**config.mk**
```make
export PLATFORM = sky130hd
export DESIGN_NAME = sebin_seq_flat
export DESIGN_NICKNAME = d
export VERILOG_FILES = /design/src/hw/rtl/sobel_edge_binarizer_core_assert.svh /design/src/hw/rtl/sebin_pkg.sv /design/src/hw/rtl/sebin_if.sv /design/src/hw/rtl/sebin_seq.sv /design/src/flat_wrapper.sv
export SDC_FILE = /design/constraint.sdc
export NUM_CORES = 1
export LEC_CHECK = 0
export ABC_AREA = 0
export CAP_MARGIN = 30
export CORE_ASPECT_RATIO = 1.4
export CORE_UTILIZATION = 45
export DETAILED_ROUTE_END_ITERATION = 8
export DONT_BUFFER_PORTS = 1
export PLACE_DENSITY = 0.68
export SETUP_SLACK_MARGIN = 0.3
export SLEW_MARGIN = 30
export SYNTH_ARGS = -nofsm -noshare
export SYNTH_HDL_FRONTEND = slang
export SYNTH_SLANG_ARGS = --single-unit
```
**constraint.sdc**
```tcl
create_clock -name clock -period 3.4 [get_ports clock]
set_clock_uncertainty 0.05 [all_clocks]
set_input_delay 0.17 -clock clock [delete_from_list [all_inputs] [get_ports clock]]
set_output_delay 0.17 -clock clock [all_outputs]
set_load 0.005 [all_outputs]
```
**src/hw/rtl/sobel_edge_binarizer_core_assert.svh**
```systemverilog
`ifndef SOBEL_EDGE_BINARIZER_CORE_ASSERT_SVH
`define SOBEL_EDGE_BINARIZER_CORE_ASSERT_SVH

// Same-cycle implication
`define SEBIN_ASSERT_IMPL(label, clk, rst, ante, cons, msg) \
   label: assert property (@(posedge clk) disable iff (rst) (ante) |-> (cons)) else $error(msg);

// Next-cycle implication
`define SEBIN_ASSERT_NEXT(label, clk, rst, ante, cons, msg) \
   label: assert property (@(posedge clk) disable iff (rst) (ante) |=> (cons)) else $error(msg);

`endif

```
**src/hw/rtl/sebin_pkg.sv**
```systemverilog
package sebin_pkg;

   localparam int PIX_W          = 8;
   localparam int DIM_W          = 10;
   localparam int THR_W          = 8;
   localparam int CSR_IDX_W      = 2;
   localparam int CSR_DATA_W     = 10;
   localparam int DIM_CAP        = 1023;
   localparam int MIN_DIM        = 3;
   localparam int MAX_WIDTH_DEF  = 512;
   localparam int MAX_HEIGHT_DEF = 512;
   localparam int WIDTH_RST_VAL  = 512;
   localparam int HEIGHT_RST_VAL = 512;

   localparam logic [DIM_W-1:0] WIDTH_RST     = DIM_W'(WIDTH_RST_VAL);
   localparam logic [DIM_W-1:0] HEIGHT_RST    = DIM_W'(HEIGHT_RST_VAL);
   localparam logic [THR_W-1:0] THRESHOLD_RST = 8'd25;
   localparam logic [PIX_W-1:0] EDGE_ON       = 8'hFF;
   localparam logic [PIX_W-1:0] EDGE_OFF      = 8'h00;

   typedef enum logic [CSR_IDX_W-1:0] {
      REG_WIDTH     = 2'd0,
      REG_HEIGHT    = 2'd1,
      REG_THRESHOLD = 2'd2
   } sebin_reg_type;

   // [row][position][bit]; row 0 is the upper row, position 0 the leftmost
   typedef logic [2:0][2:0][PIX_W-1:0] sebin_win_type;

   typedef struct packed {
      logic mask_up;
      logic mask_mid;
      logic col_first;
      logic emit;
      logic last;
      logic restart;
   } sebin_tag_type;

endpackage

```
**src/hw/rtl/sebin_if.sv**
```systemverilog
interface sebin_req_if import sebin_pkg::*; ();
   logic             valid;
   logic             ready;
   logic             cmd;
   logic [PIX_W-1:0] pixel;

   modport source (output valid, output cmd, output pixel, input ready);
   modport sink   (input valid, input cmd, input pixel, output ready);
endinterface


```
**src/hw/rtl/sebin_seq.sv**
```systemverilog
module sebin_seq import sebin_pkg::*; #(
   parameter int MAX_WIDTH  = MAX_WIDTH_DEF,
   parameter int MAX_HEIGHT = MAX_HEIGHT_DEF,
   localparam int W_EFF     = (MAX_WIDTH < DIM_CAP) ? MAX_WIDTH : DIM_CAP,
   localparam int H_EFF     = (MAX_HEIGHT < DIM_CAP) ? MAX_HEIGHT : DIM_CAP,
   localparam int WW        = $clog2(W_EFF + 1),
   localparam int HW        = $clog2(H_EFF + 1),
   localparam int CNTW      = $clog2(W_EFF * H_EFF + 1),
   localparam int AW        = $clog2(W_EFF),
   localparam int RW        = $clog2(H_EFF + 2)
) (
   input  logic             clock,
   input  logic             reset,
   sebin_req_if.sink        req_ch,
   input  logic [WW-1:0]    w_sat,
   input  logic [HW-1:0]    h_sat,
   input  logic [CNTW-1:0]  area,
   input  logic             abort,
   output logic             ld_valid,
   input  logic             ld_ready,
   output logic [AW-1:0]    ld_addr,
   output logic [PIX_W-1:0] ld_pixel,
   output sebin_tag_type    ld_tag,
   output logic             frame_start
);

   logic [AW-1:0]   col_ff, col_in;
   logic [RW-1:0]   row_ff, row_in;
   logic [CNTW-1:0] given_ff, given_in;
   logic [AW:0]     col_next;
   logic            at_start;
   logic            skip;
   logic            take;
   logic            col_wrap;
   logic            in_frame;

   assign at_start = (col_ff == '0) && (row_ff == '0);
   // a flush before any pixel of the frame is swallowed
   assign skip     = req_ch.cmd && at_start;
   assign req_ch.ready = ld_ready;
   assign ld_valid = req_ch.valid && !skip;
   assign take     = ld_valid && ld_ready;

   assign col_next = {1'b0, col_ff} + 1'b1;
   assign col_wrap = col_next >= (AW+1)'(w_sat);
   assign in_frame = row_ff < RW'(h_sat);

   assign ld_addr  = col_ff;
   assign ld_pixel = (!req_ch.cmd && in_frame) ? req_ch.pixel : '0;

   always_comb begin
      ld_tag.mask_up   = (row_ff >= RW'(2)) && ((row_ff - RW'(2)) < RW'(h_sat));
      ld_tag.mask_mid  = (row_ff >= RW'(1)) && ((row_ff - RW'(1)) < RW'(h_sat));
      ld_tag.col_first = col_ff == '0;
      ld_tag.emit      = (row_ff >= RW'(2)) || ((row_ff == RW'(1)) && (col_ff != '0));
      ld_tag.last      = ld_tag.emit && ((given_ff + 1'b1) == area);
      ld_tag.restart   = ld_tag.last;
   end

   always_comb begin
      col_in   = col_ff;
      row_in   = row_ff;
      given_in = given_ff;
      if (abort) begin
         col_in   = '0;
         row_in   = '0;
         given_in = '0;
      end else if (take) begin
         if (ld_tag.restart) begin
            col_in   = '0;
            row_in   = '0;
            given_in = '0;
         end else begin
            if (col_wrap) begin
               col_in = '0;
               row_in = row_ff + 1'b1;
            end else begin
               col_in = col_next[AW-1:0];
            end
            if (ld_tag.emit) begin
               given_in = given_ff + 1'b1;
            end
         end
      end
   end

   always_ff @(posedge clock) begin
      if (reset) begin
         col_ff   <= '0;
         row_ff   <= '0;
         given_ff <= '0;
      end else begin
         col_ff   <= col_in;
         row_ff   <= row_in;
         given_ff <= given_in;
      end
   end

   assign frame_start = at_start && (given_ff == '0);

endmodule

```
**src/flat_wrapper.sv**
```systemverilog
// flat-port wrapper written by rule: the top's interface ports become plain ports
module sebin_seq_flat import sebin_pkg::*;
#(
   parameter int MAX_WIDTH  = MAX_WIDTH_DEF,
   parameter int MAX_HEIGHT = MAX_HEIGHT_DEF,
   localparam int W_EFF     = (MAX_WIDTH < DIM_CAP) ? MAX_WIDTH : DIM_CAP,
   localparam int H_EFF     = (MAX_HEIGHT < DIM_CAP) ? MAX_HEIGHT : DIM_CAP,
   localparam int WW        = $clog2(W_EFF + 1),
   localparam int HW        = $clog2(H_EFF + 1),
   localparam int CNTW      = $clog2(W_EFF * H_EFF + 1),
   localparam int AW        = $clog2(W_EFF),
   localparam int RW        = $clog2(H_EFF + 2)
)
  (clock, reset, w_sat, h_sat, area, abort, ld_valid, ld_ready, ld_addr, ld_pixel, ld_tag, frame_start, req_ch_valid, req_ch_cmd, req_ch_pixel, req_ch_ready);
  sebin_req_if req_ch_i ();
  input  logic clock;
  input  logic reset;
  input  logic [WW-1:0] w_sat;
  input  logic [HW-1:0] h_sat;
  input  logic [CNTW-1:0] area;
  input  logic abort;
  output logic ld_valid;
  input  logic ld_ready;
  output logic [AW-1:0] ld_addr;
  output logic [PIX_W-1:0] ld_pixel;
  output sebin_tag_type ld_tag;
  output logic frame_start;
  input wire logic [$bits(req_ch_i.valid)-1:0] req_ch_valid;
  input wire logic [$bits(req_ch_i.cmd)-1:0] req_ch_cmd;
  input wire logic [$bits(req_ch_i.pixel)-1:0] req_ch_pixel;
  output wire logic [$bits(req_ch_i.ready)-1:0] req_ch_ready;
  assign req_ch_i.valid = req_ch_valid;
  assign req_ch_i.cmd = req_ch_cmd;
  assign req_ch_i.pixel = req_ch_pixel;
  assign req_ch_ready = req_ch_i.ready;
  sebin_seq #(.MAX_WIDTH(MAX_WIDTH), .MAX_HEIGHT(MAX_HEIGHT)) u_core (.clock(clock), .reset(reset), .req_ch(req_ch_i), .w_sat(w_sat), .h_sat(h_sat), .area(area), .abort(abort), .ld_valid(ld_valid), .ld_ready(ld_ready), .ld_addr(ld_addr), .ld_pixel(ld_pixel), .ld_tag(ld_tag), .frame_start(frame_start));
endmodule
```
==> run_results.csv <==
group,metric,value,unit
placed_design,placed_cells,574,
clock_tree,cts_root_buf,"clkbuf_16",
sta,tns,0,ns
clock_tree,clk_path_buf_depth,2,
pwr,peakVddDrop,0.000178,V
placed_design,portBuffers,0,
final_layout,final_nets,581,
sta,fin_crit,2.93,ns
global_routing,grt_pass1_wl,15600,um
yosys,ys_ff_latch,38,
critical_path,cp-end-kind,"flip-flop",
final_layout,drive_gt1_frac,0.181,
drt,via_per_inst,5.79,
yosys,synth_simple_gate_area_frac,0.254,
yosys,synth_top_family_by_area,"simple AND/OR/NAND/NOR gates",
yosys,syn_nets,583,
global_routing,grt_pass1_vias,3342,
sta,hold_ws,0.163,ns
clock_tree,cts_buffers,5,
clock_tree,clkSinkCount,38,
final_layout,multiInputGateArea,3030,um^2
yosys,synth-edff-count,0,
global_routing,grt_max_degree,19,
placed_design,hpwlAfterDp,7810,um
clock_tree,path_clk_slew,0.05,ns
drt,drc,0,
yosys,synth_ff_type,"dfxtp_1",
pwr,p_per_area,246,nW/um^2
yosys,synth_compound_area_frac,0.159,
yosys,yosys_warnings,0,
drt,drtAntennaViolNets,0,
final_layout,final_common_cell,"ha_1",
drt,routed-wl-met3,338,um
sta,timing.final.crit_share,0.862,
critical_path,worstPathCellList,"ha_2 > nand3_2 > or4_4 > maj3_2 > nand2_1 > a21o_1 > and4b_1 > buf_4 > a2111oi_1",
global_routing,globalRouteOverflowTotal,0,
critical_path,crit_path_top_delay_cell,"or4_4",
yosys,netlist_area,4020,um^2
drt,routedWlPerCell,16.6,um
clock_tree,clk_latency,0.28,ns
final_layout,mostFrequentLayoutCells,"ha_1 (47), xnor2_1 (39), xor2_1 (37)",
yosys,synth_xor_area_frac,0.165,
yosys,syn_area_per_cell,8.36,um^2
final_layout,diodes,0,
sta,tightest_slew,0.708,ns
pwr,leakage,0.00170,uW
floorplan,start_util,0.467,
yosys,synth.distinct_cells,69,
sta,setup_viol,0,
sta,drv_slew,0,
critical_path,cp_top_family,"simple AND/OR/NAND/NOR gates",
floorplan,die_h,114,um
global_routing,track_usage,0.216,
sta,max_freq,341,MHz
global_routing,antenna_found_initial,0,
drt,met1_length,4030,um
drt,wl_met2,5160,um
drt,top_layer,"met4",
critical_path,critPathKind,"flip-flop to flip-flop",
sta,slew_headroom,0.524,
drt,drt_first_iter_violations,70,
drt,via_count,3389,
clock_tree,htree_num_levels,2,
floorplan,fp-row-count,40,
drt,drt_first_pass_iters,4,
yosys,synthMuxAreaShare,0.00529,
critical_path,crit_arrival,3.04,ns
placed_design,place.gp.congestion,0.954,
sta,rsz0062_at_grt,"true",
critical_path,start_kind,"flip-flop",
floorplan,die_w,81.9,um
final_layout,syn_to_final_growth,8.43,%
yosys,ys_async_sr_fraction,0,
critical_path,critPathRequiredTime,3.51,ns
sta,final_hold_viol_count,0,
final_layout,instances_no_fill,585,
critical_path,rrSetupSlack,0.47,ns
flow_run,drv_cap,0,
floorplan,coreArea,8610,um^2
clock_tree,cts_tree,"done",
final_layout,nFillCells,869,
critical_path,path_max_fanout,11,
yosys,synth_adder_area_share,0.155,
clock_tree,postCtsHoldBufs,0,
yosys,syn_inst,481,
status,status,"finished, final reports clean",
floorplan,pin_count,79,
drt,routed_wl,9730,um
final_layout,register_area,771,um^2
critical_path,crit_buf_inv,1,
floorplan,die-area,9330,um^2
critical_path,slowest_delay,0.61,ns
yosys,yosysSeqAreaShare,0.189,
min_path,hp-class,"primary input to flip-flop",
[report_power, final]
part / internal (uW) / switching [uW]
sequential: 446 / 0.515
combinational: 45.5 / 62.5
clock: 347 / 172
[registers in the layout, indices dropped and copies added, names as in the netlist]
signal and count:
u_core.ld_addr 9, u_core.row_ff 10, u_core.given_ff 19
[cell type report]
cell class | instances | share of cell area
multi-input combinational | 381 | 0.696
sequential | 38 | 0.177
inverter | 37 | 0.0318
clock buffer | 7 | 0.0304
tap | 105 | 0.0301
timing repair buffer | 16 | 0.0284
clock inverter | 1 | 0.00688
[synthesized netlist by cell type, drive strengths merged, types with 4 or more instances]
| master | count | area [um^2] |
|---|---|---|
| ha | 49 | 613 |
| nor2 | 49 | 234 |
| xnor2 | 39 | 342 |
| dfxtp | 38 | 761 |
| inv | 37 | 139 |
| xor2 | 37 | 324 |
| nand2 | 32 | 120 |
| buf | 17 | 119 |
| nand3 | 17 | 90.1 |
| nor3 | 13 | 70.1 |
| nor4 | 11 | 75.1 |
| a21boi | 10 | 75.1 |
| nand4 | 10 | 83.8 |
| a2111oi | 9 | 124 |
| a21oi | 9 | 45.0 |
| clkbuf | 8 | 31.3 |
| o21a | 8 | 60.1 |
| o21ai | 8 | 40.0 |
| or3 | 8 | 60.1 |
| a21o | 6 | 45.0 |
| nor2b | 6 | 37.5 |
| or4 | 6 | 55.1 |
| and3 | 5 | 31.3 |
| and4 | 5 | 45.0 |
| a211oi | 4 | 30.0 |
| nor3b | 4 | 30.0 |
[layer usage]
metal,track usage,vias to the layer above
li1,-,1682
met1,0.236,1616
met2,0.406,76
met3,0.0344,15
met4,0.0725,0
met5,0,-
[metrics by stage]
step                worst slack, ns   util  area (um^2)  power (uW)
floorplan                     0.531      -         4020         542
global placement              0.356  0.476         4100         559
detailed placement            0.264  0.476         4100         563
CTS                           0.319  0.498         4280        1080
global route                  0.250  0.507         4360        1110
finish                        0.469  0.507         4360        1070
[final timing paths]
path	startpoint	to	cells past startpoint
max	u_core.given_ff[0]$_SDFFE_PP0P_	u_core.ld_addr[6]$_SDFFE_PP0P_	9
min	reset	u_core.given_ff[0]$_SDFFE_PP0P_	3
max reg2reg	u_core.given_ff[0]$_SDFFE_PP0P_	u_core.ld_addr[6]$_SDFFE_PP0P_	9
min reg2reg	u_core.given_ff[1]$_SDFFE_PP0P_	u_core.given_ff[1]$_SDFFE_PP0P_	2
[kinds of logic after synthesis]
kind of cell / count (synthesis)
AOI/OAI and AO/OA: 77
xor gates and xnor gates: 76
muxes: 2
DFF: 38
and+or+nand+nor: 176
adders and majority gates: 50
buffers and inverters: 62
[timing repair]
| item | in CTS | in global routing |
|---|---|---|
| setup buffers | 1 | 2 |
| gates resized for setup | 3 | 21 |
| gates cloned | 0 | 0 |
| pin swaps | 1 | 3 |
| endpoints found under the setup margin | 4 | 46 |
[worst min-delay path, stage by stage]
cell     delay (ns)
nor2_1         0.10
nand3_1        0.11
o21ai_0        0.06
Power figures use the tool's default switching activity.
