$ cat config.mk
export PLATFORM = sky130hd
export DESIGN_NAME = sebin_csr_flat
export DESIGN_NICKNAME = d
export VERILOG_FILES = /design/src/hw/rtl/sobel_edge_binarizer_core_assert.svh /design/src/hw/rtl/sebin_pkg.sv /design/src/hw/rtl/sebin_if.sv /design/src/hw/rtl/sebin_csr.sv /design/src/flat_wrapper.sv
export SDC_FILE = /design/constraint.sdc
export NUM_CORES = 1
export LEC_CHECK = 0
export BUFFER_PORTS_ARGS = -buffer_cell sky130_fd_sc_hd__buf_2
export CAP_MARGIN = 20
export CORE_MARGIN = 5
export CORE_UTILIZATION = 40
export CTS_CLUSTER_DIAMETER = 150
export DETAILED_ROUTE_END_ITERATION = 7
export PLACE_DENSITY = 0.65
export SLEW_MARGIN = 5
export SYNTH_ARGS = -nofsm -noshare
export SYNTH_HDL_FRONTEND = slang
export SYNTH_SLANG_ARGS = --single-unit
$ cat constraint.sdc
create_clock -name clock -period 16.3 [get_ports clock]
set_clock_uncertainty 0.1 [all_clocks]
set_input_delay 1.63 -clock clock [delete_from_list [all_inputs] [get_ports clock]]
set_output_delay 1.63 -clock clock [all_outputs]
set_load 0.02 [all_outputs]
$ cat src/hw/rtl/sobel_edge_binarizer_core_assert.svh
`ifndef SOBEL_EDGE_BINARIZER_CORE_ASSERT_SVH
`define SOBEL_EDGE_BINARIZER_CORE_ASSERT_SVH

// Same-cycle implication
`define SEBIN_ASSERT_IMPL(label, clk, rst, ante, cons, msg) \
   label: assert property (@(posedge clk) disable iff (rst) (ante) |-> (cons)) else $error(msg);

// Next-cycle implication
`define SEBIN_ASSERT_NEXT(label, clk, rst, ante, cons, msg) \
   label: assert property (@(posedge clk) disable iff (rst) (ante) |=> (cons)) else $error(msg);

`endif

$ cat src/hw/rtl/sebin_pkg.sv
package sebin_pkg;

   localparam int PIX_W          = 8;
   localparam int DIM_W          = 10;
   localparam int THR_W          = 8;
   localparam int CSR_IDX_W      = 2;
   localparam int CSR_DATA_W     = 10;
   localparam int DIM_CAP        = 1023;
   localparam int MIN_DIM        = 3;
   localparam int MAX_WIDTH_DEF  = 512;
   localparam int MAX_HEIGHT_DEF = 512;
   localparam int WIDTH_RST_VAL  = 512;
   localparam int HEIGHT_RST_VAL = 512;

   localparam logic [DIM_W-1:0] WIDTH_RST     = DIM_W'(WIDTH_RST_VAL);
   localparam logic [DIM_W-1:0] HEIGHT_RST    = DIM_W'(HEIGHT_RST_VAL);
   localparam logic [THR_W-1:0] THRESHOLD_RST = 8'd25;
   localparam logic [PIX_W-1:0] EDGE_ON       = 8'hFF;
   localparam logic [PIX_W-1:0] EDGE_OFF      = 8'h00;

   typedef enum logic [CSR_IDX_W-1:0] {
      REG_WIDTH     = 2'd0,
      REG_HEIGHT    = 2'd1,
      REG_THRESHOLD = 2'd2
   } sebin_reg_type;

   // [row][position][bit]; row 0 is the upper row, position 0 the leftmost
   typedef logic [2:0][2:0][PIX_W-1:0] sebin_win_type;

   typedef struct packed {
      logic mask_up;
      logic mask_mid;
      logic col_first;
      logic emit;
      logic last;
      logic restart;
   } sebin_tag_type;

endpackage

$ cat src/hw/rtl/sebin_if.sv


interface sebin_csr_if import sebin_pkg::*; ();
   logic                  valid;
   logic                  ready;
   logic [CSR_IDX_W-1:0]  index;
   logic [CSR_DATA_W-1:0] data;

   modport source (output valid, output index, output data, input ready);
   modport sink   (input valid, input index, input data, output ready);
endinterface

$ cat src/hw/rtl/sebin_csr.sv
module sebin_csr import sebin_pkg::*; #(
   parameter int MAX_WIDTH  = MAX_WIDTH_DEF,
   parameter int MAX_HEIGHT = MAX_HEIGHT_DEF,
   localparam int W_EFF     = (MAX_WIDTH < DIM_CAP) ? MAX_WIDTH : DIM_CAP,
   localparam int H_EFF     = (MAX_HEIGHT < DIM_CAP) ? MAX_HEIGHT : DIM_CAP,
   localparam int WW        = $clog2(W_EFF + 1),
   localparam int HW        = $clog2(H_EFF + 1),
   localparam int CNTW      = $clog2(W_EFF * H_EFF + 1)
) (
   input  logic             clock,
   input  logic             reset,
   sebin_csr_if.sink        csr_ch,
   output logic [WW-1:0]    w_sat,
   output logic [HW-1:0]    h_sat,
   output logic [CNTW-1:0]  area,
   output logic [THR_W-1:0] threshold,
   output logic             abort
);

   localparam int W_RST_SAT = (WIDTH_RST_VAL < W_EFF) ? WIDTH_RST_VAL : W_EFF;
   localparam int H_RST_SAT = (HEIGHT_RST_VAL < H_EFF) ? HEIGHT_RST_VAL : H_EFF;
   localparam int AREA_RST  = W_RST_SAT * H_RST_SAT;

   logic [DIM_W-1:0] width_ff, width_in;
   logic [DIM_W-1:0] height_ff, height_in;
   logic [THR_W-1:0] thr_ff, thr_in;
   logic [CNTW-1:0]  area_ff, area_in;
   logic             wr;

   assign csr_ch.ready = 1'b1;
   assign wr           = csr_ch.valid && csr_ch.ready;

   always_comb begin
      width_in  = width_ff;
      height_in = height_ff;
      thr_in    = thr_ff;
      abort     = 1'b0;
      if (wr) begin
         case (sebin_reg_type'(csr_ch.index))
            REG_WIDTH: begin
               width_in = csr_ch.data;
               abort    = 1'b1;
            end
            REG_HEIGHT: begin
               height_in = csr_ch.data;
               abort     = 1'b1;
            end
            REG_THRESHOLD: begin
               thr_in = csr_ch.data[THR_W-1:0];
            end
            default: begin
            end
         endcase
      end
   end

   always_comb begin
      if (width_ff < DIM_W'(MIN_DIM)) begin
         w_sat = WW'(MIN_DIM);
      end else if (width_ff > DIM_W'(W_EFF)) begin
         w_sat = WW'(W_EFF);
      end else begin
         w_sat = width_ff[WW-1:0];
      end
      if (height_ff < DIM_W'(MIN_DIM)) begin
         h_sat = HW'(MIN_DIM);
      end else if (height_ff > DIM_W'(H_EFF)) begin
         h_sat = HW'(H_EFF);
      end else begin
         h_sat = height_ff[HW-1:0];
      end
   end

   assign area_in = {{(CNTW-WW){1'b0}}, w_sat} * {{(CNTW-HW){1'b0}}, h_sat};

   always_ff @(posedge clock) begin
      if (reset) begin
         width_ff  <= WIDTH_RST;
         height_ff <= HEIGHT_RST;
         thr_ff    <= THRESHOLD_RST;
         area_ff   <= CNTW'(AREA_RST);
      end else begin
         width_ff  <= width_in;
         height_ff <= height_in;
         thr_ff    <= thr_in;
         area_ff   <= area_in;
      end
   end

   assign area      = area_ff;
   assign threshold = thr_ff;

endmodule

$ cat src/flat_wrapper.sv
// flat-port wrapper written by rule: the top's interface ports become plain ports
module sebin_csr_flat import sebin_pkg::*;
#(
   parameter int MAX_WIDTH  = MAX_WIDTH_DEF,
   parameter int MAX_HEIGHT = MAX_HEIGHT_DEF,
   localparam int W_EFF     = (MAX_WIDTH < DIM_CAP) ? MAX_WIDTH : DIM_CAP,
   localparam int H_EFF     = (MAX_HEIGHT < DIM_CAP) ? MAX_HEIGHT : DIM_CAP,
   localparam int WW        = $clog2(W_EFF + 1),
   localparam int HW        = $clog2(H_EFF + 1),
   localparam int CNTW      = $clog2(W_EFF * H_EFF + 1)
)
  (clock, reset, w_sat, h_sat, area, threshold, abort, csr_ch_valid, csr_ch_index, csr_ch_data, csr_ch_ready);
  sebin_csr_if csr_ch_i ();
  input  logic clock;
  input  logic reset;
  output logic [WW-1:0] w_sat;
  output logic [HW-1:0] h_sat;
  output logic [CNTW-1:0] area;
  output logic [THR_W-1:0] threshold;
  output logic abort;
  input wire logic [$bits(csr_ch_i.valid)-1:0] csr_ch_valid;
  input wire logic [$bits(csr_ch_i.index)-1:0] csr_ch_index;
  input wire logic [$bits(csr_ch_i.data)-1:0] csr_ch_data;
  output wire logic [$bits(csr_ch_i.ready)-1:0] csr_ch_ready;
  assign csr_ch_i.valid = csr_ch_valid;
  assign csr_ch_i.index = csr_ch_index;
  assign csr_ch_i.data = csr_ch_data;
  assign csr_ch_ready = csr_ch_i.ready;
  sebin_csr #(.MAX_WIDTH(MAX_WIDTH), .MAX_HEIGHT(MAX_HEIGHT)) u_core (.clock(clock), .reset(reset), .csr_ch(csr_ch_i), .w_sat(w_sat), .h_sat(h_sat), .area(area), .threshold(threshold), .abort(abort));
endmodule
==> impl_metrics.yaml <==
status:
  status: "completed"
floorplanning:
  placement_rows: 40
  design.die.area_sq_um: 14320
  floorplan.initialDensity_pct: 40.38
  floorplan.die.height_microns: 119.7
  core_area_sq_um: 11910
  floorplan.die.width_microns: 119.7
  num_io_pins: 64
yosys:
  synth_sequential_area_ratio_pct: 19.56
  synth_nets: 683
  synth_top_area_share_pct: 25.39
  synth_cell_area_sq_um: 4810
  postSynthRegisterBits: 47
  yosys_warning_count: 0
  synthesis.instances: 555
  number_of_enable_flip_flop_cells_after_synthesis: 0
  synth_flop_type: "sky130_fd_sc_hd__dfxtp_1"
  synth_cell_types: 51
  synth_area_per_cell_sq_um: 8.666
  synthArstFlopShare_pct: 0
  post_synth_main_area_contributors: "sky130_fd_sc_hd__fa_1, sky130_fd_sc_hd__dfxtp_1, sky130_fd_sc_hd__ha_1, sky130_fd_sc_hd__nor2_1, sky130_fd_sc_hd__inv_1"
  post-synth-top-area-cell: "sky130_fd_sc_hd__fa_1"
worst_setup_path:
  cpMaxStageDelayCell: "sky130_fd_sc_hd__fa_1"
  reg2reg_setup_slack_ps: 10140
  worst_reg2reg_startpoint: "u_core.height_ff[5]"
  crit_path_max_delay_family: "adder cells"
  worstRegToRegCells: 22
  crit_path_max_incr_delay_ps: 540
  critical_path_buf_inv_count: 6
  required_ps: 16400
  end_kind: "flop"
  critical_path.startpoint_type: "flop"
  regToRegEndpoint: "u_core.area[15]"
  worst-path-max-fanout: 8
  criticalPathCategory: "reg2reg"
  critical_path_arrival_ps: 6260
  critical_path.cell_chain: "or4_1 > nor4_2 > nor2_1 > or2_1 > inv_2 > nand2_1 > fa_1 > inv_1 > fa_1 > inv_1 > fa_1 > inv_1 > fa_1 > inv_1 > fa_1 > inv_1 > ha_1 > a21o_1 > o311ai_2 > nand2_1 > o311a_1 > nor3_1"
hold_path:
  min-delay-start: "u_core.height_ff[5]"
  hold_path_end: "u_core.height_ff[5]"
  worst_hold_path.num_cells: 2
  worstHoldPathType: "reg2reg"
timing:
  least_margin_pin_slew_ps: 1076
  slew_violations: 0
  grt_setup_unrepaired: "false"
  report.final.setup_viol: 0
  relSlewSlack_pct: 28.14
  report.final.hold_viol_count: 0
  setup_tns_after_final_layout_ps: 0
  final.period_utilization_pct: 37.77
  clock.fmax_mhz: 162.4
  period_needed_ps: 6157
cts:
  cts_max_path_buffers: 2
  cts_tree: "done"
  clock_insertion_delay_worst_skew_ps: 290
  cts.reportedPaths.clkPinSlew_ps: 60
  postCtsSetupRepairBufs: 0
  cts_resized: 0
  cts.sinks: 47
  tritoncts.num_buffers: 5
  clockRootBuffer: "sky130_fd_sc_hd__clkbuf_16"
  htreeDepth: 2
  postCtsHoldBufs: 0
detailed_routing:
  wire_per_inst_microns: 15.98
  routed_wl_mm: 11.97
  dr.pass1.iters: 4
  antenna_left: 0
  num_vias: 3844
  detail_route.drc_violations: 0
  first_iter_violations: 168
  routed_via_density: 5.132
final_layout:
  fin_util_pct: 45.09
  antennaDiodeCount: 0
  share_of_layout_cells_above_drive_strength_1_pct: 13.46
  nets: 730
  area_growth_syn_to_layout_pct: 11.68
  fillCellCount: 1189
power_and_ir_drop:
  p_per_area_nw_per_um2: 49.71
  cellLeakagePower_nw: 2.983
  ir_worst_vdd_uv: 43.48
global_route:
  grt_remaining_overflow: 0
  grt_pass1_wl_mm: 20.51
  grt_antenna_before_repair: 0
  grt_pass1_vias: 4073
  grt.total_usage_pct: 17.61
  maximum_number_of_pins_on_one_net_before_global_route_repair: 53
place:
  detailed_place_hpwl_mm: 9.793
  port_buffers: 62
  last_weighted_congestion_value_of_the_routability_driven_placer: 0.8943
flow_run:
  drv_cap: 0
-- per-layer routing --
| metal | wire length [microns] | global-route usage, % | up-vias |
|---|---|---|---|
| met4 | 203 | 5.512 | 0 |
| met5 | 0 | 0 | - |
| li1 | - | - | 1866 |
| met1 | 5492 | 24.71 | 1856 |
| met2 | 5437 | 26.94 | 107 |
| met3 | 833 | 4.147 | 15 |
-- stage by stage --
stage               power (mW)  setup slack, ps  hold slack, ps  cell area, sq um  instances
finish                  0.2670            10140           368.1              5371        749
global route            0.2809             9803           391.7              5371        749
CTS                     0.2698            10130           368.0              5371        749
detailed placement      0.1541            10210           357.8              5209        742
global placement        0.1535            10320           341.0              5209        742
floorplan               0.1446            10500           336.7              4810        555
-- where the power goes --
group	internal [mW]	total (mW)	switching, mW	leakage [nW]
Combinational	0.0107	0.0309	0.0202	2.53
Sequential	0.118	0.121	0.00276	0.381
Clock	0.0715	0.115	0.0438	0.0759
Total	0.200	0.267	0.0668	2.98
-- how the worst max path moves through the flow --
stage	start	to	slack [ps]	depth (start not counted)
after global placement	u_core.height_ff[5]	u_core.area[15]	10320	22
after CTS	u_core.height_ff[5]	u_core.area[15]	10130	22
after floorplan	u_core.height_ff[5]	u_core.area[15]	10500	22
final	u_core.height_ff[5]	u_core.area[15]	10140	22
after global routing	u_core.height_ff[5]	u_core.area[15]	9800	22
after detailed placement	u_core.height_ff[5]	u_core.area[15]	10210	22
-- cell usage in the layout, fill, tap and decap left out, drive strengths merged, types with 9 or more instances in the layout --
master and n:
a21oi 21, buf 62, dfxtp 47, fa 61
ha 52, inv 71, mux2i 15, nand2 64
nand3 12, nor2 91, o21ai 9, xnor2 9
-- Yosys cell counts, types with 3 or more instances --
cell type and n:
sky130_fd_sc_hd__a21oi_1 20, sky130_fd_sc_hd__nand3_1 12, sky130_fd_sc_hd__xor2_1 6, sky130_fd_sc_hd__a21o_1 5, sky130_fd_sc_hd__nand2_1 64, sky130_fd_sc_hd__a211oi_1 3
sky130_fd_sc_hd__xnor2_1 9, sky130_fd_sc_hd__a211o_1 6, sky130_fd_sc_hd__nor2_1 91, sky130_fd_sc_hd__fa_1 61, sky130_fd_sc_hd__nor2b_1 6, sky130_fd_sc_hd__dfxtp_1 47
sky130_fd_sc_hd__and2_1 6, sky130_fd_sc_hd__inv_1 69, sky130_fd_sc_hd__ha_1 52, sky130_fd_sc_hd__nand2b_1 8, sky130_fd_sc_hd__o21ai_0 7, sky130_fd_sc_hd__nor3_1 5
sky130_fd_sc_hd__mux2i_1 15, sky130_fd_sc_hd__nand3b_1 3, sky130_fd_sc_hd__clkbuf_1 17
-- cell families (layout without fill, tap and decap cells) --
family	Yosys count	in the layout	synth area share (%)
DFF	47	47	19.56
AOI/OAI and AO/OA	59	59	8.403
muxes	15	15	3.122
adders and majority gates	113	113	38.92
and+or+nand+nor	209	209	19.33
xor gates and xnor gates	15	15	2.732
other	1	1	0.07797
buffers and inverters	96	143	7.857
-- registers in the layout, summed over array words and instances (netlist names) --
name	count
u_core.height_ff	10
u_core.area	19
u_core.width_ff	10
u_core.threshold	8
-- area by class of cell --
| cell class | instances | area (sq um) | area share (%) |
|---|---|---|---|
| Timing Repair Buffer | 62 | 310.3 | 5.777 |
| Clock inverter | 2 | 37.54 | 0.6988 |
| Multi-Input combinational cell | 412 | 3491 | 64.99 |
| Inverter | 74 | 282.8 | 5.264 |
| Clock buffer | 5 | 125.1 | 2.329 |
| Tap cell | 147 | 183.9 | 3.424 |
| Sequential cell | 47 | 940.9 | 17.52 |
-- tightest hold or removal path, cell delays in order, from the launching register on --
cell and delay (ps):
sky130_fd_sc_hd__dfxtp_1 320, sky130_fd_sc_hd__nand2_1 50, sky130_fd_sc_hd__a21oi_1 50
Power figures use the tool's default switching activity.
