**src/hw/rtl/sobel_edge_binarizer_core_assert.svh**
```systemverilog
`ifndef SOBEL_EDGE_BINARIZER_CORE_ASSERT_SVH
`define SOBEL_EDGE_BINARIZER_CORE_ASSERT_SVH

// Same-cycle implication
`define SEBIN_ASSERT_IMPL(label, clk, rst, ante, cons, msg) \
   label: assert property (@(posedge clk) disable iff (rst) (ante) |-> (cons)) else $error(msg);

// Next-cycle implication
`define SEBIN_ASSERT_NEXT(label, clk, rst, ante, cons, msg) \
   label: assert property (@(posedge clk) disable iff (rst) (ante) |=> (cons)) else $error(msg);

`endif

```
**src/hw/rtl/sebin_pkg.sv**
```systemverilog
package sebin_pkg;

   localparam int PIX_W          = 8;
   localparam int DIM_W          = 10;
   localparam int THR_W          = 8;
   localparam int CSR_IDX_W      = 2;
   localparam int CSR_DATA_W     = 10;
   localparam int DIM_CAP        = 1023;
   localparam int MIN_DIM        = 3;
   localparam int MAX_WIDTH_DEF  = 512;
   localparam int MAX_HEIGHT_DEF = 512;
   localparam int WIDTH_RST_VAL  = 512;
   localparam int HEIGHT_RST_VAL = 512;

   localparam logic [DIM_W-1:0] WIDTH_RST     = DIM_W'(WIDTH_RST_VAL);
   localparam logic [DIM_W-1:0] HEIGHT_RST    = DIM_W'(HEIGHT_RST_VAL);
   localparam logic [THR_W-1:0] THRESHOLD_RST = 8'd25;
   localparam logic [PIX_W-1:0] EDGE_ON       = 8'hFF;
   localparam logic [PIX_W-1:0] EDGE_OFF      = 8'h00;

   typedef enum logic [CSR_IDX_W-1:0] {
      REG_WIDTH     = 2'd0,
      REG_HEIGHT    = 2'd1,
      REG_THRESHOLD = 2'd2
   } sebin_reg_type;

   // [row][position][bit]; row 0 is the upper row, position 0 the leftmost
   typedef logic [2:0][2:0][PIX_W-1:0] sebin_win_type;

   typedef struct packed {
      logic mask_up;
      logic mask_mid;
      logic col_first;
      logic emit;
      logic last;
      logic restart;
   } sebin_tag_type;

endpackage

```
**src/hw/rtl/sebin_if.sv**
```systemverilog


interface sebin_rsp_if import sebin_pkg::*; ();
   logic             valid;
   logic             ready;
   logic [PIX_W-1:0] edge_value;
   logic             frame_last;

   modport source (output valid, output edge_value, output frame_last, input ready);
   modport sink   (input valid, input edge_value, input frame_last, output ready);
endinterface


```
**src/hw/rtl/sebin_grad.sv**
```systemverilog
module sebin_grad import sebin_pkg::*; (
   input  logic             clock,
   input  logic             reset,
   input  logic [THR_W-1:0] threshold,
   input  logic             win_valid,
   output logic             win_ready,
   input  sebin_win_type    win_view,
   input  logic             win_last,
   sebin_rsp_if.source      rsp_ch
);

   localparam int SUM_W = PIX_W + 2;

   logic             s2_valid_ff, s2_valid_in;
   logic             out_valid_ff, out_valid_in;
   sebin_win_type    view_ff;
   logic             last_ff;
   logic [PIX_W-1:0] edge_ff;
   logic             olast_ff;
   logic             s2_adv;
   logic [SUM_W-1:0] gx_pos, gx_neg, gy_pos, gy_neg, gx_mag, gy_mag;
   logic [SUM_W:0]   mag;
   logic [PIX_W-1:0] clipped;
   logic [PIX_W-1:0] edge_in;

   assign s2_adv    = s2_valid_ff && (!out_valid_ff || rsp_ch.ready);
   assign win_ready = !s2_valid_ff || s2_adv;

   always_comb begin
      gx_pos = SUM_W'(view_ff[0][2]) + (SUM_W'(view_ff[1][2]) << 1) + SUM_W'(view_ff[2][2]);
      gx_neg = SUM_W'(view_ff[0][0]) + (SUM_W'(view_ff[1][0]) << 1) + SUM_W'(view_ff[2][0]);
      gy_pos = SUM_W'(view_ff[0][0]) + (SUM_W'(view_ff[0][1]) << 1) + SUM_W'(view_ff[0][2]);
      gy_neg = SUM_W'(view_ff[2][0]) + (SUM_W'(view_ff[2][1]) << 1) + SUM_W'(view_ff[2][2]);
      gx_mag = (gx_pos >= gx_neg) ? (gx_pos - gx_neg) : (gx_neg - gx_pos);
      gy_mag = (gy_pos >= gy_neg) ? (gy_pos - gy_neg) : (gy_neg - gy_pos);
      mag    = {1'b0, gx_mag} + {1'b0, gy_mag};
      clipped = (|mag[SUM_W:PIX_W]) ? EDGE_ON : mag[PIX_W-1:0];
      edge_in = (clipped < threshold) ? EDGE_OFF : EDGE_ON;
   end

   always_ff @(posedge clock) begin
      if (win_valid && win_ready) begin
         view_ff <= win_view;
         last_ff <= win_last;
      end
      if (s2_adv) begin
         edge_ff  <= edge_in;
         olast_ff <= last_ff;
      end
   end

   always_comb begin
      s2_valid_in = s2_valid_ff;
      if (win_valid && win_ready) begin
         s2_valid_in = 1'b1;
      end else if (s2_adv) begin
         s2_valid_in = 1'b0;
      end
      out_valid_in = out_valid_ff;
      if (s2_adv) begin
         out_valid_in = 1'b1;
      end else if (rsp_ch.ready) begin
         out_valid_in = 1'b0;
      end
   end

   always_ff @(posedge clock) begin
      if (reset) begin
         s2_valid_ff  <= 1'b0;
         out_valid_ff <= 1'b0;
      end else begin
         s2_valid_ff  <= s2_valid_in;
         out_valid_ff <= out_valid_in;
      end
   end

   assign rsp_ch.valid      = out_valid_ff;
   assign rsp_ch.edge_value = edge_ff;
   assign rsp_ch.frame_last = olast_ff;

endmodule

```
**src/flat_wrapper.sv**
```systemverilog
// flat-port wrapper written by rule: the top's interface ports become plain ports
module sebin_grad_flat import sebin_pkg::*;
  (clock, reset, threshold, win_valid, win_ready, win_view, win_last, rsp_ch_valid, rsp_ch_edge_value, rsp_ch_frame_last, rsp_ch_ready);
  sebin_rsp_if rsp_ch_i ();
  input  logic clock;
  input  logic reset;
  input  logic [THR_W-1:0] threshold;
  input  logic win_valid;
  output logic win_ready;
  input  sebin_win_type win_view;
  input  logic win_last;
  output wire logic [$bits(rsp_ch_i.valid)-1:0] rsp_ch_valid;
  output wire logic [$bits(rsp_ch_i.edge_value)-1:0] rsp_ch_edge_value;
  output wire logic [$bits(rsp_ch_i.frame_last)-1:0] rsp_ch_frame_last;
  input wire logic [$bits(rsp_ch_i.ready)-1:0] rsp_ch_ready;
  assign rsp_ch_valid = rsp_ch_i.valid;
  assign rsp_ch_edge_value = rsp_ch_i.edge_value;
  assign rsp_ch_frame_last = rsp_ch_i.frame_last;
  assign rsp_ch_i.ready = rsp_ch_ready;
  sebin_grad u_core (.clock(clock), .reset(reset), .threshold(threshold), .win_valid(win_valid), .win_ready(win_ready), .win_view(win_view), .win_last(win_last), .rsp_ch(rsp_ch_i));
endmodule
```
**config.mk**
```make
export PLATFORM = sky130hd
export DESIGN_NAME = sebin_grad_flat
export DESIGN_NICKNAME = d
export VERILOG_FILES = /design/src/hw/rtl/sobel_edge_binarizer_core_assert.svh /design/src/hw/rtl/sebin_pkg.sv /design/src/hw/rtl/sebin_if.sv /design/src/hw/rtl/sebin_grad.sv /design/src/flat_wrapper.sv
export SDC_FILE = /design/constraint.sdc
export NUM_CORES = 1
export LEC_CHECK = 0
export BUFFER_PORTS_ARGS = -buffer_cell sky130_fd_sc_hd__buf_4
export CAP_MARGIN = 20
export CELL_PAD_IN_SITES_DETAIL_PLACEMENT = 1
export CELL_PAD_IN_SITES_GLOBAL_PLACEMENT = 2
export CORE_MARGIN = 2
export CORE_UTILIZATION = 41
export CTS_BUF_LIST = sky130_fd_sc_hd__clkbuf_2
export DETAILED_ROUTE_END_ITERATION = 8
export MAX_ROUTING_LAYER = met4
export PLACE_DENSITY = 0.87
export SLEW_MARGIN = 20
export SYNTH_ARGS = -nofsm -noshare
export SYNTH_HDL_FRONTEND = slang
export SYNTH_SLANG_ARGS = --single-unit
```
**constraint.sdc**
```tcl
create_clock -name clock -period 10.3 [get_ports clock]
set_input_delay 1.545 -clock clock [delete_from_list [all_inputs] [get_ports clock]]
set_output_delay 1.545 -clock clock [all_outputs]
set_load 0.01 [all_outputs]
```
==> metrics.md, run 1 <==
| Metric | Value |
|---|---|
| CTS clk-pin slew, worst paths | approximately 0.22 ns |
| Library cells used by synthesis | 50 |
| Antenna Nets Post-Route | 0 |
| First-pass GRT wire length | 25900 um |
| Total I/O pin count | 96 |
| Rel. slew slack | 41.8% |
| CP max FO | 9 |
| Synthesized instance count | about 660 |
| Ranking of synthesized cells by area | edfxtp_1 31%, ha_1 17%, fa_1 11% |
| Yosys warns | 0 |
| HPWL Detailed | between 10000 and 15000 um |
| Layout cells sized above 1 | between 10% and 20% |
| Post_cts resized | 0 |
| Vias per inst | 4.96 |
| GP Congestion | around 0.9 |
| Final TNS setup | 0 ns |
| DRT iter0 DRCs | 165 |
| GRT Util Overall | about a fifth |
| Root buffer cell | clkbuf_2 |
| Kind of critical path | reg2reg |
| RSZ-0062 raised after global routing | false |
| Synthesized area | approximately 6500 um2 |
| Net count after synthesis | between 800 and 900 |
| Synth top area share | just over 30% |
| Max Freq | 0.129 GHz |
| Critical path required time | 10.62 ns |
| Mux share of post-synthesis cell area | between 2 and 2.5% |
| Tightest Pin Transition | 0.874 ns |
| Ys async rst share | 0% |
| CP startpoint kind | flip-flop |
| DRC | 0 |
| Postcts setup bufs | 0 |
| Avg WL per Cell | ~17 um |
| Synth Register Bits | between 60 and 70 |
| Post-synthesis compound-gate area fraction | roughly 15% |
| Vias | 4782 |
| Clock Latency Late Sink | around 0.54 ns |
| Area Growth Syn to Fin | 15.1% |
| Adder-cell share of the synthesized area | 28.7% |
| Clock buffer depth | 2 |
| Min Tclk post-route | 7.74 ns |
| Area of the die | roughly 17000 um2 |
| Largest stage delay, worst path | approximately 0.54 ns |
| CP endpoint kind | flip-flop |
| Main synth FF type | edfxtp_1 |
| Period utilization | between 70% and 80% |
| Cell mode on critical path | a21o_1 |
| CTS buffer count | 9 |
| Number of flops mapped to enable cells by yosys | 67 |
| CP max stage cell | fa_1 |
| Routed WL | roughly 16000 um |
| Crit path DAT | ~8.1 ns |
| Final Max Slew Viols | 0 |
| Post-Route Skew | around 0.030 ns |
| Core Area | approximately 16000 um2 |
| Die Ht | approximately 130 um |
| CTS HTree Levels | 3 |
| Die extent in x | roughly 130 um |
| Nets | 956 |
| Antenna diodes | 0 |
| Vias in the first global route | approximately 5200 |
| Largest family of logic cells by synthesized area | adder cells |
| XOR/XNOR Fraction of Synth Area | 5.89% |
| Largest net degree at the start of global routing | 66 |
| Seq/Total Area, Yosys | a little under a third |
| IO buf count | 87 |
| Fin. Hold Viols | 0 |
| Status | completed |
| Max-Cap Viols | 0 |
| Avg Inst Size Synth | 9.90 um2 |
| CTS Sinks | between 60 and 70 |
| TritonCTS clock tree | yes |
| Post-synthesis simple-gate area fraction | about 6.4% |
| Setup-failing EPs final | 0 |
| Starting Density | 41.6% |
| Yosys top cell by area | edfxtp_1 |
| Initial antenna violation count | 0 |
| Number of hold buffers added after CTS | 0 |
| Row count | 46 |
| TritonRoute pass-1 iters | 4 |
| HP Class | reg2reg |
| Global route total overflow | 0 |
==> per-stage QoR <==
stage          cell area (um2)  std cells  setup slack [ns]  hold slack [ns]  utilization [%]
2_1_floorplan             6540        661              3.66            0.400                -
3_3_place_gp              7370        948              2.72            0.411             46.9
3_5_place_dp              7370        948              2.59            0.430             46.9
4_1_cts                   7530        964              2.53            0.478             47.9
5_1_grt                   7530        964              1.98            0.491             47.9
6_report                  7530        964              2.56            0.469             47.9
==> cells by family (layout without fill, tap and decap cells) <==
kind of cell,after synthesis,in the layout
buf+inv,170,257
compound gates,155,155
fa+ha+maj,128,128
simple gates,82,82
flops,69,69
xor+xnor,44,44
mux,13,13
==> path summary, 6_finish.rpt <==
kind	slack, ns	depth (start not counted)	from	endpoint
hold reg to reg	0.47	0	u_core.last_ff	u_core.rsp_ch.frame_last
hold / removal	0.47	0	u_core.last_ff	u_core.rsp_ch.frame_last
setup / recovery	2.56	30	u_core.view_ff[17]	u_core.rsp_ch.edge_value[6]
setup reg to reg	2.56	30	u_core.view_ff[17]	u_core.rsp_ch.edge_value[6]
==> registers in the layout (all words and copies together) (netlist names) <==
signal,cells
u_core.view_ff,64
u_core.rsp_ch.valid,1
u_core.last_ff,1
u_core.s2_valid_ff,1
u_core.rsp_ch.edge_value,1
u_core.rsp_ch.frame_last,1
==> critical path: cells and delay by family, from the launching register on <==
| kind | cells | cell delay [ns] |
|---|---|---|
| xor+xnor | 2 | 0.38 |
| fa+ha+maj | 6 | 2.18 |
| compound gates | 16 | 3.52 |
| flops | 1 | 0.38 |
| simple gates | 3 | 0.61 |
| mux | 1 | 0.27 |
| buf+inv | 2 | 0.14 |
==> Yosys cell counts, types with 2 or more instances <==
library cell  number
xnor2_1           28
mux2i_1           11
nand4_1            4
and3_1             2
or3_4              2
clkbuf_1           7
a221oi_2           2
mux2_2             2
dfxtp_1            2
o21ai_1            3
o211ai_1           2
nand3_1            7
buf_2              2
inv_1            153
a211o_1            2
o21ai_0           19
xor2_1            16
and2_1             2
nor3_1             5
fa_1              37
nor2_1            20
nor2b_1            9
a211oi_1           3
a21oi_1           56
o31ai_1            3
a31oi_1            5
o21bai_1          12
o2111ai_1          3
edfxtp_1          67
nand2_1           20
ha_1              91
nand2b_1           5
o21a_1             6
a21o_1            31
buf_4              7
==> layer usage <==
metal / global-route usage, % / wire [um]
met1: 23.9 / 6940
met2: 37.9 / 8440
met3: 3.57 / 672
met4: 2.97 / 80
met5: - / 0
==> final cells by class <==
| class | instances | area, um2 |
|---|---|---|
| multi-input cells | 422 | 3820 |
| clock buffers | 9 | 45.0 |
| flip-flops and latches | 69 | 2050 |
| well taps | 216 | 270 |
| inverters | 153 | 574 |
| fillers | 1806 | 8180 |
| clock inverters | 7 | 114 |
| repair buffers | 88 | 661 |
==> cells in the final DEF (no fill, tap or decap), types with 2 or more instances in the layout <==
master	synthesis	layout
inv_1	153	153
ha_1	91	91
buf_4	7	88
edfxtp_1	67	67
a21oi_1	56	56
fa_1	37	37
a21o_1	31	31
xnor2_1	28	28
nand2_1	20	20
nor2_1	20	20
o21ai_0	19	19
xor2_1	16	16
o21bai_1	12	12
mux2i_1	11	11
nor2b_1	9	9
clkbuf_2	0	9
nand3_1	7	7
o21a_1	6	6
nor3_1	5	5
nand2b_1	5	5
a31oi_1	5	5
nand4_1	4	4
o2111ai_1	3	3
o21ai_1	3	3
a211oi_1	3	3
o31ai_1	3	3
bufinv_16	0	3
or3_4	2	2
o211ai_1	2	2
and3_1	2	2
a211o_1	2	2
mux2_2	2	2
a221oi_2	2	2
clkinv_1	0	2
dfxtp_1	2	2
Power of run 1 is left out: the tool's default activity adds up to more than one toggle a clock period on the data nets, which glitch-free logic cannot reach.
==> run 2, diff against run 1 <==
--- a/config.mk
+++ b/config.mk
@@ -10,11 +10,11 @@
 export CELL_PAD_IN_SITES_DETAIL_PLACEMENT = 1
 export CELL_PAD_IN_SITES_GLOBAL_PLACEMENT = 2
 export CORE_MARGIN = 2
-export CORE_UTILIZATION = 41
+export CORE_UTILIZATION = 34
 export CTS_BUF_LIST = sky130_fd_sc_hd__clkbuf_2
 export DETAILED_ROUTE_END_ITERATION = 8
 export MAX_ROUTING_LAYER = met4
-export PLACE_DENSITY = 0.87
+export PLACE_DENSITY = 0.77
 export SLEW_MARGIN = 20
 export SYNTH_ARGS = -nofsm -noshare
 export SYNTH_HDL_FRONTEND = slang
==> constraint.sdc (replaced) <==
create_clock -name clock -period 6.19 [get_ports clock]
set_input_delay 0.9285 -clock clock [delete_from_list [all_inputs] [get_ports clock]]
set_output_delay 0.9285 -clock clock [all_outputs]
set_load 0.01 [all_outputs]
==> metrics.md, run 2 (synthesis results as in run 1) <==
| Metric | Value |
|---|---|
| Status | finished, violations left (was completed) |
| Violated checks | setup timing |
| Starting Density | 34.9% (was 41.6%) |
| Max reg flops | 64 (unchanged) |
| CP startpoint kind | flip-flop (unchanged) |
| CTS HTree Levels | 3 (unchanged) |
| Antenna diodes | 0 (unchanged) |
| TritonCTS clock tree | yes (unchanged) |
| Final WS setup | -0.501 ns (was 2.56 ns) |
| Nets | 1068 (was 956) |
| Area of the die | 20400 um2 (was 17000 um2) |
| DRT iter0 DRCs | 150 (was 165) |
| HPWL Detailed | 14600 um (was 13600 um) |
| Post-Route Skew | 0.0146 ns (was 0.0301 ns) |
| Period utilization | 108% (was 75.1%) |
| Tightest Pin Transition | 0.849 ns (was 0.874 ns) |
| Clock Latency Late Sink | 0.57 ns (was 0.54 ns) |
| Clock buffer depth | 2 (unchanged) |
| Max Freq | 0.149 GHz (was 0.129 GHz) |
| CP endpoint kind | flip-flop (unchanged) |
| Antenna Nets Post-Route | 0 (unchanged) |
| CP max stage cell | fa_1 (unchanged) |
| Root buffer cell | clkbuf_2 (unchanged) |
| CTS Sinks | 69 (unchanged) |
| FILL cells | 2141 (was 1806) |
| DRC | 0 (unchanged) |
| Kind of critical path | reg2reg (unchanged) |
| Rel. slew slack | 43.4% (was 41.8%) |
| Seq. cell area | 2050 um2 (unchanged) |
| Largest net degree at the start of global routing | 66 (unchanged) |
| IO buf count | 87 (unchanged) |
| Row count | 50 (was 46) |
| CTS clk-pin slew, worst paths | 0.19 ns (was 0.22 ns) |
| Area Growth Syn to Fin | 32.4% (was 15.1%) |
| Vias per inst | 4.77 (was 4.96) |
| Crit path DAT | 7.02 ns (was 8.06 ns) |
| Multi-input logic area | 4120 um2 (was 3820 um2) |
| Vias in the first global route | 5692 (was 5222) |
| Commonest non-fill, non-tap cell in the layout | buf_4 (was inv_1) |
| Setup-failing EPs final | 1 (was 0) |
| Final Max Slew Viols | 0 (unchanged) |
| R2R setup slack | -0.50 ns (was 2.56 ns) |
| Bufs and invs on worst path | 11 (was 2) |
| Global route total overflow | 0 (unchanged) |
| GRT Util Overall | 18.6% (was 20.5%) |
| Largest stage delay, worst path | 0.53 ns (was 0.54 ns) |
| RSZ-0062 raised after global routing | true (was false) |
| Routed WL | 17800 um (was 16100 um) |
| Most frequent cells in the layout | 197 x buf_4, 146 x inv_1, 85 x ha_1, 67 x edfxtp_1, 45 x a21oi_1 (was 153 x inv_1, 91 x ha_1, 88 x buf_4, 67 x edfxtp_1, 56 x a21oi_1) |
| Critical path required time | 6.52 ns (was 10.62 ns) |
| GP Congestion | 0.856 (was 0.898) |
| Total I/O pin count | 96 (unchanged) |
| Final Non-Filler Cells | 1094 (was 964) |
| CP max FO | 5 (was 9) |
| Avg WL per Cell | 16.3 um (was 16.7 um) |
| Min Tclk post-route | 6.69 ns (was 7.74 ns) |
| Die Ht | 143 um (was 130 um) |
| Vias | 5218 (was 4782) |
| First-pass GRT wire length | 28600 um (was 25900 um) |
| Largest delay share family, worst path | compound AO/OA/AOI/OAI gates (unchanged) |
| Placed insts | 1051 (was 948) |
| Hold_sp | u_core.last_ff (unchanged) |
| Number of hold buffers added after CTS | 0 (unchanged) |
| R2R cell count | 37 (was 30) |
| Max-Cap Viols | 0 (unchanged) |
| Final core occ | 46.2% (was 47.9%) |
| Die extent in x | 143 um (was 130 um) |
| TritonRoute pass-1 iters | 4 (unchanged) |
| Fin. Hold Viols | 0 (unchanged) |
| Hold depth | 0 (unchanged) |
| Layout cells sized above 1 | 33.4% (was 15.4%) |
| Reg-to-Reg Start | u_core.view_ff[1] (was u_core.view_ff[17]) |
| Hold EP | u_core.rsp_ch.frame_last (unchanged) |
| Register with the most flip-flops | u_core.view_ff (unchanged) |
| Core Area | 18800 um2 (was 15700 um2) |
| Initial antenna violation count | 0 (unchanged) |
| HP Class | reg2reg (unchanged) |
| Reg-to-reg endpoint | u_core.rsp_ch.edge_value[6] (unchanged) |
| CTS buffer count | 9 (unchanged) |
[run 2: changes by cell type in the layout (fill, tap and decap cells not counted), sizes merged]
cell and change:
buf +112, clkinv +1, clkbuf +1, bufinv -2
[run 2: cell type report]
type | instances | area share [%]
timing repair buffer | 200 | 17.5
inverter | 153 | 6.63
multi-input combinational | 422 | 47.5
clock inverter | 6 | 0.737
tap | 234 | 3.38
sequential | 69 | 23.7
clock buffer | 10 | 0.578
[run 2: how the worst max path moves through the flow]
stage,slack (ns),depth (start not counted),startpoint,endpoint
2_1_floorplan,-0.14,32,u_core.view_ff[1],u_core.rsp_ch.edge_value[6]
3_3_place_gp,-0.55,32,u_core.view_ff[49],u_core.rsp_ch.edge_value[6]
3_5_place_dp,-0.75,30,u_core.view_ff[17],u_core.rsp_ch.edge_value[6]
4_1_cts,-0.45,34,u_core.view_ff[65],u_core.rsp_ch.edge_value[6]
5_1_grt,-0.93,31,u_core.view_ff[2],u_core.rsp_ch.edge_value[6]
6_report,-0.50,37,u_core.view_ff[1],u_core.rsp_ch.edge_value[6]
[run 2: what timing repair did]
action / in CTS / in global routing
pin swaps: 43 / 23
buffers inserted: 21 / 6
setup endpoints to repair: 1 / 1
resized for setup: 44 / 15
[run 2: metal layers]
layer  GRT usage [%]  routed length, um
met4            3.86                306
met1            22.1               7620
met3            3.39                686
met2            33.0               9230
met5               -                  0
[run 2: metrics by stage]
stage          instance area (um2)  worst slack, ns  TNS, ns  hold WS, ns
2_1_floorplan                 6590           -0.137   -0.137        0.400
3_3_place_gp                  8080           -0.547   -0.547        0.416
3_5_place_dp                  8080           -0.751   -0.751        0.421
4_1_cts                       8540           -0.452   -0.452        0.437
5_1_grt                       8660           -0.929   -0.929        0.437
6_report                      8660           -0.501   -0.501        0.456
Power of run 2 is left out for the same reason.
==> run 3, diff against run 2 <==
--- a/config.mk
+++ b/config.mk
@@ -14,7 +14,7 @@
 export CTS_BUF_LIST = sky130_fd_sc_hd__clkbuf_2
 export DETAILED_ROUTE_END_ITERATION = 8
 export MAX_ROUTING_LAYER = met4
-export PLACE_DENSITY = 0.77
+export PLACE_DENSITY = 0.9
 export SLEW_MARGIN = 20
 export SYNTH_ARGS = -nofsm -noshare
 export SYNTH_HDL_FRONTEND = slang
==> metrics.md, run 3 (synthesis results as in run 1) <==
| Metric | Value |
|---|---|
| Status | finished, violations left (unchanged) |
| Violated checks | setup timing (unchanged) |
| GP Congestion | 0.896 (was 0.856) |
| CP max FO | 7 (was 5) |
| Kind of critical path | reg2reg (unchanged) |
| HP Class | in2reg (was reg2reg) |
| Tightest Pin Transition | 0.913 ns (was 0.849 ns) |
| Most frequent cells in the layout | 182 x buf_4, 149 x inv_1, 85 x ha_1, 67 x edfxtp_1, 47 x a21oi_1 (was 197 x buf_4, 146 x inv_1, 85 x ha_1, 67 x edfxtp_1, 45 x a21oi_1) |
| First-pass GRT wire length | 28300 um (was 28600 um) |
| TritonRoute pass-1 iters | 4 (unchanged) |
| DRT iter0 DRCs | 143 (was 150) |
| Register with the most flip-flops | u_core.view_ff (unchanged) |
| Hold EP | u_core.view_ff[7] (was u_core.rsp_ch.frame_last) |
| TritonCTS clock tree | yes (unchanged) |
| Nets | 1053 (was 1068) |
| Placed Area | 8110 um2 (was 8080 um2) |
| CTS HTree Levels | 3 (unchanged) |
| Final WS setup | -0.274 ns (was -0.501 ns) |
| Antenna diodes | 0 (unchanged) |
| Max reg flops | 64 (unchanged) |
| Root buffer cell | clkbuf_2 (unchanged) |
| Hold depth | 1 (was 0) |
| Layout cells sized above 1 | 30.8% (was 33.4%) |
| CTS Sinks | 69 (unchanged) |
| Global route total overflow | 0 (unchanged) |
| Post-route cell area | 8540 um2 (was 8660 um2) |
| Crit path DAT | 6.85 ns (was 7.02 ns) |
| Row count | 50 (unchanged) |
| Post-Route Skew | 0.0419 ns (was 0.0146 ns) |
| CTS buffer count | 9 (unchanged) |
| Final hold slack | 0.437 ns (was 0.456 ns) |
| CP max stage cell | fa_1 (unchanged) |
| Vias per inst | 4.84 (was 4.77) |
| Min Tclk post-route | 6.46 ns (was 6.69 ns) |
| CP startpoint kind | flip-flop (unchanged) |
| Fin. Hold Viols | 0 (unchanged) |
| Area Growth Syn to Fin | 30.5% (was 32.4%) |
| Max Freq | 0.155 GHz (was 0.149 GHz) |
| RSZ-0062 raised after global routing | true (unchanged) |
| FILL cells | 2148 (was 2141) |
| DRT met1 WL | 7500 um (was 7620 um) |
| Met2 wire len | 8820 um (was 9230 um) |
| R2R setup slack | -0.27 ns (was -0.50 ns) |
| Period utilization | 104% (was 108%) |
| Rel. slew slack | 39.1% (was 43.4%) |
| Largest stage delay, worst path | 0.49 ns (was 0.53 ns) |
| Final TNS setup | -0.274 ns (was -0.501 ns) |
| Starting Density | 34.9% (unchanged) |
| Reg-to-reg endpoint | u_core.rsp_ch.edge_value[6] (unchanged) |
| Vias in the first global route | 5698 (was 5692) |
| Die Ht | 143 um (unchanged) |
| R2R cell count | 30 (was 37) |
| Max-Cap Viols | 0 (unchanged) |
| IO buf count | 87 (unchanged) |
| Total I/O pin count | 96 (unchanged) |
| DRC | 0 (unchanged) |
| Die extent in x | 143 um (unchanged) |
| Critical path required time | 6.57 ns (was 6.52 ns) |
| Clock buffer depth | 2 (unchanged) |
| Number of hold buffers added after CTS | 0 (unchanged) |
| Cell mode on critical path | a21o_1 |
| HPWL Detailed | 14300 um (was 14600 um) |
| Vias | 5223 (was 5218) |
| Avg WL per Cell | 16.2 um (was 16.3 um) |
| Core Area | 18800 um2 (unchanged) |
| Largest net degree at the start of global routing | 66 (unchanged) |
| Setup-failing EPs final | 1 (unchanged) |
| Final Max Slew Viols | 0 (unchanged) |
| Routed WL | 17500 um (was 17800 um) |
| Clock Latency Late Sink | 0.64 ns (was 0.57 ns) |
| CP endpoint kind | flip-flop (unchanged) |
| GRT Util Overall | 18.5% (was 18.6%) |
| Area of the die | 20400 um2 (unchanged) |
| Commonest non-fill, non-tap cell in the layout | buf_4 (unchanged) |
| Wire length on met3 | 689 um (was 686 um) |
| Max layer used | met4 (unchanged) |
| Antenna Nets Post-Route | 0 (unchanged) |
| Reg-to-Reg Start | u_core.view_ff[17] (was u_core.view_ff[1]) |
| Hold_sp | win_view[7] (was u_core.last_ff) |
| CTS clk-pin slew, worst paths | 0.28 ns (was 0.19 ns) |
| Initial antenna violation count | 0 (unchanged) |
==> run 3: changes by cell type in the layout (fill, tap and decap cells not counted), sizes merged <==
cell,before,now
clkbuf,10,9
clkinv,4,2
inv,153,156
buf,200,185
bufinv,1,2
clkinvlp,1,0
==> run 3: metrics by stage <==
stage | utilization [%] | instances | worst slack (ns)
2_1_floorplan | - | 661 | -0.137
3_3_place_gp | 43.2 | 1055 | -0.625
6_report | 45.5 | 1079 | -0.274
3_5_place_dp | 43.2 | 1055 | -0.753
5_1_grt | 45.5 | 1079 | -0.636
4_1_cts | 45.3 | 1076 | -0.283
==> run 3: timing repair <==
item | in CTS | in global routing
pin swaps | 28 | 8
setup endpoints to repair | 1 | 1
resized for setup | 42 | 3
buffers inserted | 5 | 3
==> run 3: worst max path at each step <==
stage	from	cells after the start	end
after floorplan	u_core.view_ff[1]	32	u_core.rsp_ch.edge_value[6]
after global placement	u_core.view_ff[17]	31	u_core.rsp_ch.edge_value[6]
after detailed placement	u_core.view_ff[17]	31	u_core.rsp_ch.edge_value[6]
after CTS	u_core.view_ff[56]	34	u_core.rsp_ch.edge_value[6]
after global routing	u_core.view_ff[17]	33	u_core.rsp_ch.edge_value[6]
final	u_core.view_ff[17]	30	u_core.rsp_ch.edge_value[6]
==> run 3: cell type report <==
| class | instances | area (um2) | share of cell area (%) |
|---|---|---|---|
| Clock buffer | 9 | 45.0 | 0.527 |
| Inverter | 153 | 574 | 6.72 |
| Clock inverter | 7 | 104 | 1.22 |
| Timing Repair Buffer | 185 | 1400 | 16.4 |
| Tap cell | 234 | 293 | 3.43 |
| Multi-Input combinational cell | 422 | 4070 | 47.7 |
| Sequential cell | 69 | 2050 | 24.0 |
==> run 3: worst max-delay path, delay by kind of cell (launching register included) <==
kind	cells	cell delay, ns
simple gates	6	1.12
xor+xnor	2	0.31
fa+ha+maj	6	1.89
buf+inv	4	0.40
compound gates	12	2.14
flops	1	0.37
==> run 3: per-layer routing <==
metal	global-route usage, %	vias to the layer above
met2	33.0	133
met3	3.12	28
met4	5.63	0
met1	21.3	2495
li1	-	2567
met5	-	-
Power of run 3 is left out for the same reason.
